<file path="src/dlr_pkg.sv">
// Shared types and constants of the DDA line rasterizer.
`default_nettype none

package dlr_pkg;

  localparam int IN_COORD_W = 10;
  localparam int ADDR_W     = 20;
  localparam int COLOR_W    = 24;
  localparam int IN_DATA_W  = 4 * IN_COORD_W;
  localparam int OUT_DATA_W = 2 * IN_COORD_W + ADDR_W + COLOR_W;

  localparam logic [COLOR_W-1:0] COLOR_RESET = 24'hC5F442;

  typedef enum logic {
    ACT_LOAD    = 1'b0,
    ACT_ADVANCE = 1'b1
  } action_t;

endpackage

`default_nettype wire

</file>
<file path="src/dlr_divider.sv">
// Iterative restoring divider that produces the minor-axis slope one bit per cycle.
`default_nettype none

module dlr_divider #(
  parameter int COORD_BITS    = 10,
  parameter int FRACTION_BITS = 16
) (
  input  wire logic                     clk,
  input  wire logic                     rst_n,
  input  wire logic                     start,
  input  wire logic [COORD_BITS-1:0]    minor_len,
  input  wire logic [COORD_BITS-1:0]    major_len,
  output logic                          done,
  output logic [FRACTION_BITS:0]        quotient
);

  localparam int CNT_W = $clog2(FRACTION_BITS + 1);

  logic                   busy_r;
  logic                   done_r;
  logic [CNT_W-1:0]       cnt_r;
  logic [COORD_BITS:0]    rem_r;
  logic [COORD_BITS-1:0]  div_r;
  logic [FRACTION_BITS:0] quo_r;

  logic                   ge;
  logic [COORD_BITS:0]    diff;

  // After each subtract step the remainder is below the divisor, so doubling it never overflows.
  assign ge   = (rem_r >= {1'b0, div_r}) && (div_r != '0);
  assign diff = ge ? (rem_r - {1'b0, div_r}) : rem_r;

  always_ff @(posedge clk) begin
    if (!rst_n) begin
      busy_r <= 1'b0;
      done_r <= 1'b0;
      cnt_r  <= '0;
      rem_r  <= '0;
      div_r  <= '0;
      quo_r  <= '0;
    end else begin
      done_r <= 1'b0;
      if (start) begin
        busy_r <= 1'b1;
        cnt_r  <= CNT_W'(FRACTION_BITS);
        rem_r  <= {1'b0, minor_len};
        div_r  <= major_len;
        quo_r  <= '0;
      end else if (busy_r) begin
        quo_r <= {quo_r[FRACTION_BITS-1:0], ge};
        rem_r <= {diff[COORD_BITS-1:0], 1'b0};
        cnt_r <= cnt_r - 1'b1;
        if (cnt_r == '0) begin
          busy_r <= 1'b0;
          done_r <= 1'b1;
        end
      end
    end
  end

  assign done     = done_r;
  assign quotient = quo_r;

endmodule

`default_nettype wire

</file>
<file path="src/dda_line_rasterizer.sv">
// Top level of the DDA line rasterizer: load sequencer, stepping datapath and output register.
// A load item (in_tuser low) carries the two endpoints in in_tdata. The block then
// computes the minor-axis slope with a single divider that resolves one quotient bit
// per cycle; a load holds in_tready low until the divider is done and gives no
// result. An advance item (in_tuser high), while a line is active, places one
// pixel in the output register: column, row, frame-buffer address, color and
// out_tlast on the final pixel of the line. Advances stream at one item per cycle
// while the output is not stalled. An advance with no active line gives nothing.
// The output register accepts a new pixel in the same cycle that the old one is taken;
// while a pixel waits and out_tready stays low, in_tready stays low and nothing is lost.
// The color register is written through the cfg channel, which is always ready and
// should be used only while the block is idle.
// Reset clears the line state, empties the output register and restores the
// default color.
`default_nettype none

module dda_line_rasterizer #(
  parameter int WINDOW_WIDTH  = 1024,
  parameter int COORD_BITS    = 10,
  parameter int FRACTION_BITS = 16
) (
  input  wire logic                             clk,
  input  wire logic                             rst_n,
  input  wire logic                             in_tvalid,
  output logic                                  in_tready,
  // start_x, start_y, end_x, end_y
  input  wire logic [dlr_pkg::IN_DATA_W-1:0]    in_tdata,
  // action
  input  wire logic                             in_tuser,
  output logic                                  out_tvalid,
  input  wire logic                             out_tready,
  // pixel_x, pixel_y, pixel_address, pixel_color
  output logic [dlr_pkg::OUT_DATA_W-1:0]        out_tdata,
  output logic                                  out_tlast,
  input  wire logic                             cfg_valid,
  output logic                                  cfg_ready,
  input  wire logic [dlr_pkg::COLOR_W-1:0]      cfg_data
);

  localparam int IW    = dlr_pkg::IN_COORD_W;
  localparam int AW    = dlr_pkg::ADDR_W;
  localparam int FIX_W = COORD_BITS + FRACTION_BITS + 1;
  localparam logic [AW-1:0]    WIDTH_K = AW'(WINDOW_WIDTH);
  localparam logic [FIX_W-1:0] HALF_K  = FIX_W'(1) << (FRACTION_BITS - 1);

  typedef enum logic {
    ST_IDLE,
    ST_DIVIDE
  } state_t;

  state_t                        state_r;
  logic [dlr_pkg::COLOR_W-1:0]   color_r;
  logic [COORD_BITS-1:0]         major_pos_r;
  logic [FIX_W-1:0]              minor_pos_r;
  logic [FRACTION_BITS:0]        slope_r;
  logic                          x_neg_r;
  logic                          y_neg_r;
  logic                          x_major_r;
  logic [COORD_BITS:0]           left_r;
  logic                          active_r;
  logic                          out_valid_r;
  logic [IW-1:0]                 out_x_r;
  logic [IW-1:0]                 out_y_r;
  logic [AW-1:0]                 out_addr_r;
  logic [dlr_pkg::COLOR_W-1:0]   out_color_r;
  logic                          out_last_r;

  logic                          accept;
  logic                          do_load;
  logic                          do_step;
  logic [COORD_BITS-1:0]         sx, sy, ex, ey, lx, ly;
  logic                          ld_x_major;
  logic [COORD_BITS-1:0]         ld_major, ld_minor;
  logic [FIX_W-1:0]              rounded;
  logic [COORD_BITS-1:0]         minor_c;
  logic [COORD_BITS-1:0]         px, py;
  logic                          major_neg, minor_neg;
  logic [COORD_BITS:0]           left_nxt;
  logic [AW-1:0]                 addr_nxt;
  logic                          div_done;
  logic [FRACTION_BITS:0]        div_q;

  assign in_tready = (state_r == ST_IDLE) && (!out_valid_r || out_tready);
  assign accept    = in_tvalid && in_tready;
  assign do_load   = accept && (dlr_pkg::action_t'(in_tuser) == dlr_pkg::ACT_LOAD);
  assign do_step   = accept && (dlr_pkg::action_t'(in_tuser) == dlr_pkg::ACT_ADVANCE)
                     && active_r;

  assign sx = COORD_BITS'(in_tdata[IW-1:0]);
  assign sy = COORD_BITS'(in_tdata[2*IW-1:IW]);
  assign ex = COORD_BITS'(in_tdata[3*IW-1:2*IW]);
  assign ey = COORD_BITS'(in_tdata[4*IW-1:3*IW]);
  assign lx = (ex >= sx) ? (ex - sx) : (sx - ex);
  assign ly = (ey >= sy) ? (ey - sy) : (sy - ey);
  assign ld_x_major = (ly <= lx);
  assign ld_major   = ld_x_major ? lx : ly;
  assign ld_minor   = ld_x_major ? ly : lx;

  assign rounded   = minor_pos_r + HALF_K;
  assign minor_c   = rounded[FRACTION_BITS +: COORD_BITS];
  assign px        = x_major_r ? major_pos_r : minor_c;
  assign py        = x_major_r ? minor_c : major_pos_r;
  assign major_neg = x_major_r ? x_neg_r : y_neg_r;
  assign minor_neg = x_major_r ? y_neg_r : x_neg_r;
  assign left_nxt  = left_r - 1'b1;
  assign addr_nxt  = AW'(px) + AW'(py) * WIDTH_K;

  dlr_divider #(
    .COORD_BITS    (COORD_BITS),
    .FRACTION_BITS (FRACTION_BITS)
  ) u_divider (
    .clk       (clk),
    .rst_n     (rst_n),
    .start     (do_load),
    .minor_len (ld_minor),
    .major_len (ld_major),
    .done      (div_done),
    .quotient  (div_q)
  );

  always_ff @(posedge clk) begin
    if (!rst_n) begin
      state_r     <= ST_IDLE;
      color_r     <= dlr_pkg::COLOR_RESET;
      major_pos_r <= '0;
      minor_pos_r <= '0;
      slope_r     <= '0;
      x_neg_r     <= 1'b0;
      y_neg_r     <= 1'b0;
      x_major_r   <= 1'b0;
      left_r      <= '0;
      active_r    <= 1'b0;
      out_valid_r <= 1'b0;
      out_x_r     <= '0;
      out_y_r     <= '0;
      out_addr_r  <= '0;
      out_color_r <= '0;
      out_last_r  <= 1'b0;
    end else begin
      if (cfg_valid) begin
        color_r <= cfg_data;
      end
      case (state_r)
        ST_IDLE: begin
          if (do_load) begin
            x_neg_r     <= (ex < sx);
            y_neg_r     <= (ey < sy);
            x_major_r   <= ld_x_major;
            major_pos_r <= ld_x_major ? sx : sy;
            minor_pos_r <= FIX_W'(ld_x_major ? sy : sx) << FRACTION_BITS;
            left_r      <= {1'b0, ld_major} + 1'b1;
            active_r    <= 1'b1;
            state_r     <= ST_DIVIDE;
          end
        end
        ST_DIVIDE: begin
          if (div_done) begin
            slope_r <= div_q;
            state_r <= ST_IDLE;
          end
        end
        default: begin
          state_r <= ST_IDLE;
        end
      endcase
      if (do_step) begin
        out_valid_r <= 1'b1;
        out_x_r     <= IW'(px);
        out_y_r     <= IW'(py);
        out_addr_r  <= addr_nxt;
        out_color_r <= color_r;
        out_last_r  <= (left_nxt == '0);
        left_r      <= left_nxt;
        if (left_nxt == '0) begin
          active_r <= 1'b0;
        end
        major_pos_r <= major_neg ? (major_pos_r - 1'b1) : (major_pos_r + 1'b1);
        minor_pos_r <= minor_neg ? (minor_pos_r - FIX_W'(slope_r))
                                 : (minor_pos_r + FIX_W'(slope_r));
      end else if (out_tready) begin
        out_valid_r <= 1'b0;
      end
    end
  end

  assign cfg_ready  = 1'b1;
  assign out_tvalid = out_valid_r;
  assign out_tdata  = {out_color_r, out_addr_r, out_y_r, out_x_r};
  assign out_tlast  = out_last_r;

endmodule

`default_nettype wire
</file>
<file path="config.mk">
export PLATFORM = sky130hd
export DESIGN_NAME = dda_line_rasterizer
export DESIGN_NICKNAME = d
export VERILOG_FILES = /design/src/dlr_pkg.sv /design/src/dlr_divider.sv /design/src/dda_line_rasterizer.sv
export SDC_FILE = /design/constraint.sdc
export NUM_CORES = 1
export LEC_CHECK = 0
export ABC_CLOCK_PERIOD_IN_PS = 7300
export CAP_MARGIN = 20
export CORE_MARGIN = 4
export CORE_UTILIZATION = 55
export DETAILED_ROUTE_END_ITERATION = 8
export DONT_BUFFER_PORTS = 1
export PLACE_DENSITY = 0.76
export SETUP_SLACK_MARGIN = 0.02
export SLEW_MARGIN = 20
export SYNTH_ARGS = -nofsm -noshare
export SYNTH_HDL_FRONTEND = slang
export SYNTH_SLANG_ARGS = --single-unit
export TNS_END_PERCENT = 50
</file>
<file path="constraint.sdc">
create_clock -name clk -period 7.3 [get_ports clk]
set_input_delay 0.73 -clock clk [delete_from_list [all_inputs] [get_ports clk]]
set_output_delay 0.73 -clock clk [all_outputs]
set_load 0.03 [all_outputs]
</file>
==> metrics.csv <==
metric;value;unit
die_h;158.7;µm
cp_max_fo;27;
hold_buffers;0;
rows;54;
fin_nets;1686;
first_global_vias;10020;
num_antenna_cells;0;
p_switching;0.001302;W
reg2reg_depth;15;
rsz0062_at_grt;false;
ys_types;80;
synth-seq-cells;184;
syn-cell-area;12490;µm²
intPower;0.002064;W
hold_start;rst_n;
synthCells;1586;
power.density;257.6;nW/µm²
finalMaxSlewViolations;0;
globalplace.congestion;0.9518;
insertion_delay;0.44;ns
yosysTopAreaCell;dfxtp_1;
synth_edf_count;0;
post_cts.repair.setup_buffers;0;
antenna_found_initial;0;
place.port_buffers;0;
combPwrFrac;0.375;
crit_path_start_kind;primary input;
setup_violations;0;
worst_pin_slew;1.028;ns
fmax;173.7;MHz
seq_power_share;0.341;
yosysWarnings;0;
drt-wirelength-per-cell;17.22;µm
crit_type;in -> reg;
cts_resized;0;
cts_inserted_buffers;17;
cts_tree;yes;
grt_use_total;0.2392;
hp-class;in -> reg;
avgSynthCellArea;7.877;µm²
drt_iter0_drc;917;
clk_pin_slew_worst_paths;0.08;ns
syn-num-nets;1760;
fin_crit;5.757;ns
viasPerCell;5.950;
setup_tns;0;ns
initial_core_util;0.5655;
dieArea;25190;µm²
cts_buffer_depth;2;
slew_headroom;0.3144;
whs_path_depth;1;
fin_skew;0.01981;ns
drt_first_pass_iters;5;
ant_nets;0;
synthFlopType;dfxtp_1;
finalHoldViolCount;0;
coreArea;22090;µm²
drive_above_1_share;0.04918;
cap_violations;0;
p_leak;5.259;nW
dpl.hpwl;23400;µm
io_pins;138;
synth.top_cell.area_share;0.2948;
wl;31080;µm
outcome;finished clean;
async_reset_ff_frac;0;
grt_max_degree;73;
syn2layout_area_growth;4.567;%
finalPower;0.003366;W
crit_path_start;in_tdata[13];
vdd_drop_max;223.1;µV
synthTopCellsByArea;dfxtp_1, ha_1, mux2i_1;
required;7.58;ns
cts.htree.levels;4;
grt_first_pass_wirelength;50490;µm
r2r-start;x_major_r;
period_share;0.7887;
end_kind;flip-flop;
grt-ovfl-total;0;
p_sw_frac;0.3867;
drc;0;
root_buffer;clkbuf_16;
clkSinkCount;184;
ys_seq_area_frac;0.2948;
pwr-share-clk;0.285;
via_count;10740;
die_w;158.7;µm
arrival;6.04;ns
[worst paths after layout]
| check | endpoint | slack [ns] |
|---|---|---|
| worst max-delay path | left_r[8] | 1.54 |
| worst min-delay path | color_r[15] | 0.35 |
| worst max register to register | minor_pos_r[24] | 2.97 |
| worst min register to register | out_color_r[20] | 0.45 |
[stage by stage]
step	util	hold WS (ns)	instance area (µm²)	setup slack, ns	cells
after floorplan	-	0.4312	12490	2.003	1586
after detailed placement	0.5627	0.4434	12430	1.252	1773
after CTS	0.5912	0.3374	13060	1.690	1805
after global routing	0.5913	0.3316	13060	1.118	1805
after global placement	0.5627	0.4332	12430	1.442	1773
final	0.5913	0.3509	13060	1.543	1805
[synth_stat cells, types with 14 or more instances]
master / count
a211oi_1: 30
a21o_1: 25
a21oi_1: 149
a22oi_1: 14
buf_4: 25
clkbuf_1: 60
dfxtp_1: 184
ha_1: 97
inv_1: 96
mux2i_1: 100
nand2_1: 209
nand3_1: 14
nand4_1: 16
nor2_1: 190
nor2b_1: 14
nor3_1: 27
o21ai_0: 49
o32ai_1: 16
xnor2_1: 50
xor2_1: 39
[placed cells by master, fill, tap and decap left out, types with 39 or more instances in the layout]
master   count
nand2_1    209
nor2_1     188
dfxtp_1    182
a21oi_1    149
mux2i_1    100
ha_1        97
inv_1       96
xnor2_1     50
o21ai_0     49
xor2_1      39
[routing by layer]
layer / vias up / track usage / share of wire
met1: 5023 / 0.3174 / 0.45
met3: 52 / 0.04873 / 0.065
met2: 354 / 0.3973 / 0.46
met4: 0 / 0.06824 / 0.021
met5: - / 0 / 0
li1: 5310 / - / -
[power groups by stage]
stage               registers (W)  logic [W]  clock network, W
finish                    0.00115    0.00126          0.000958
global route              0.00116    0.00139           0.00101
CTS                       0.00115    0.00125          0.000972
detailed placement        0.00117    0.00124                 0
global placement          0.00117    0.00123                 0
floorplan                 0.00113    0.00106                 0
[worst max-delay path, stage by stage]
cell	delay (ns)
inv_1	0.06
ha_1	0.43
a21oi_1	0.23
nand2_1	0.11
a21oi_1	0.26
nand2_1	0.37
o32ai_1	0.45
xor2_1	0.41
inv_1	0.14
ha_1	0.22
a21o_1	0.15
a21o_1	0.17
a21oi_1	0.18
nand2_1	0.08
a211oi_1	0.38
a211oi_4	0.05
buf_4	0.26
mux2i_1	0.36
ha_1	0.40
nand4_1	0.13
mux2i_1	0.21
xor2_1	0.16
a21oi_1	0.08
[final cells by class]
type / instances / area, µm²
clock buffer: 17 / 425.4
clock inverter: 15 / 205.2
fill: 1974 / 9030
inverter: 98 / 369.1
multi-input combinational: 1202 / 7960
sequential: 184 / 3686
tap: 280 / 350.3
timing repair buffer: 9 / 67.56
[flip-flops by register name (all words and copies together), names as in the netlist, 11 cells and up]
signal	count
out_color_r	24
minor_pos_r	26
left_r	11
u_divider.quotient	17
slope_r	17
color_r	24
u_divider.rem_r	11
[logic make-up (layout without fill, tap and decap cells)]
logic type	after synthesis	count (layout)	synth area share
multiplexers	109	109	0.08853
XOR/XNOR	90	90	0.06370
adder cells (fa/ha/maj)	104	104	0.1084
other	1	1	0.0003002
AND/OR/NAND/NOR	531	531	0.1860
buffers and inverters	200	139	0.06980
AO/OA/AOI/OAI	367	367	0.1885
flip-flops	184	184	0.2948
Power figures use the tool's default switching activity.
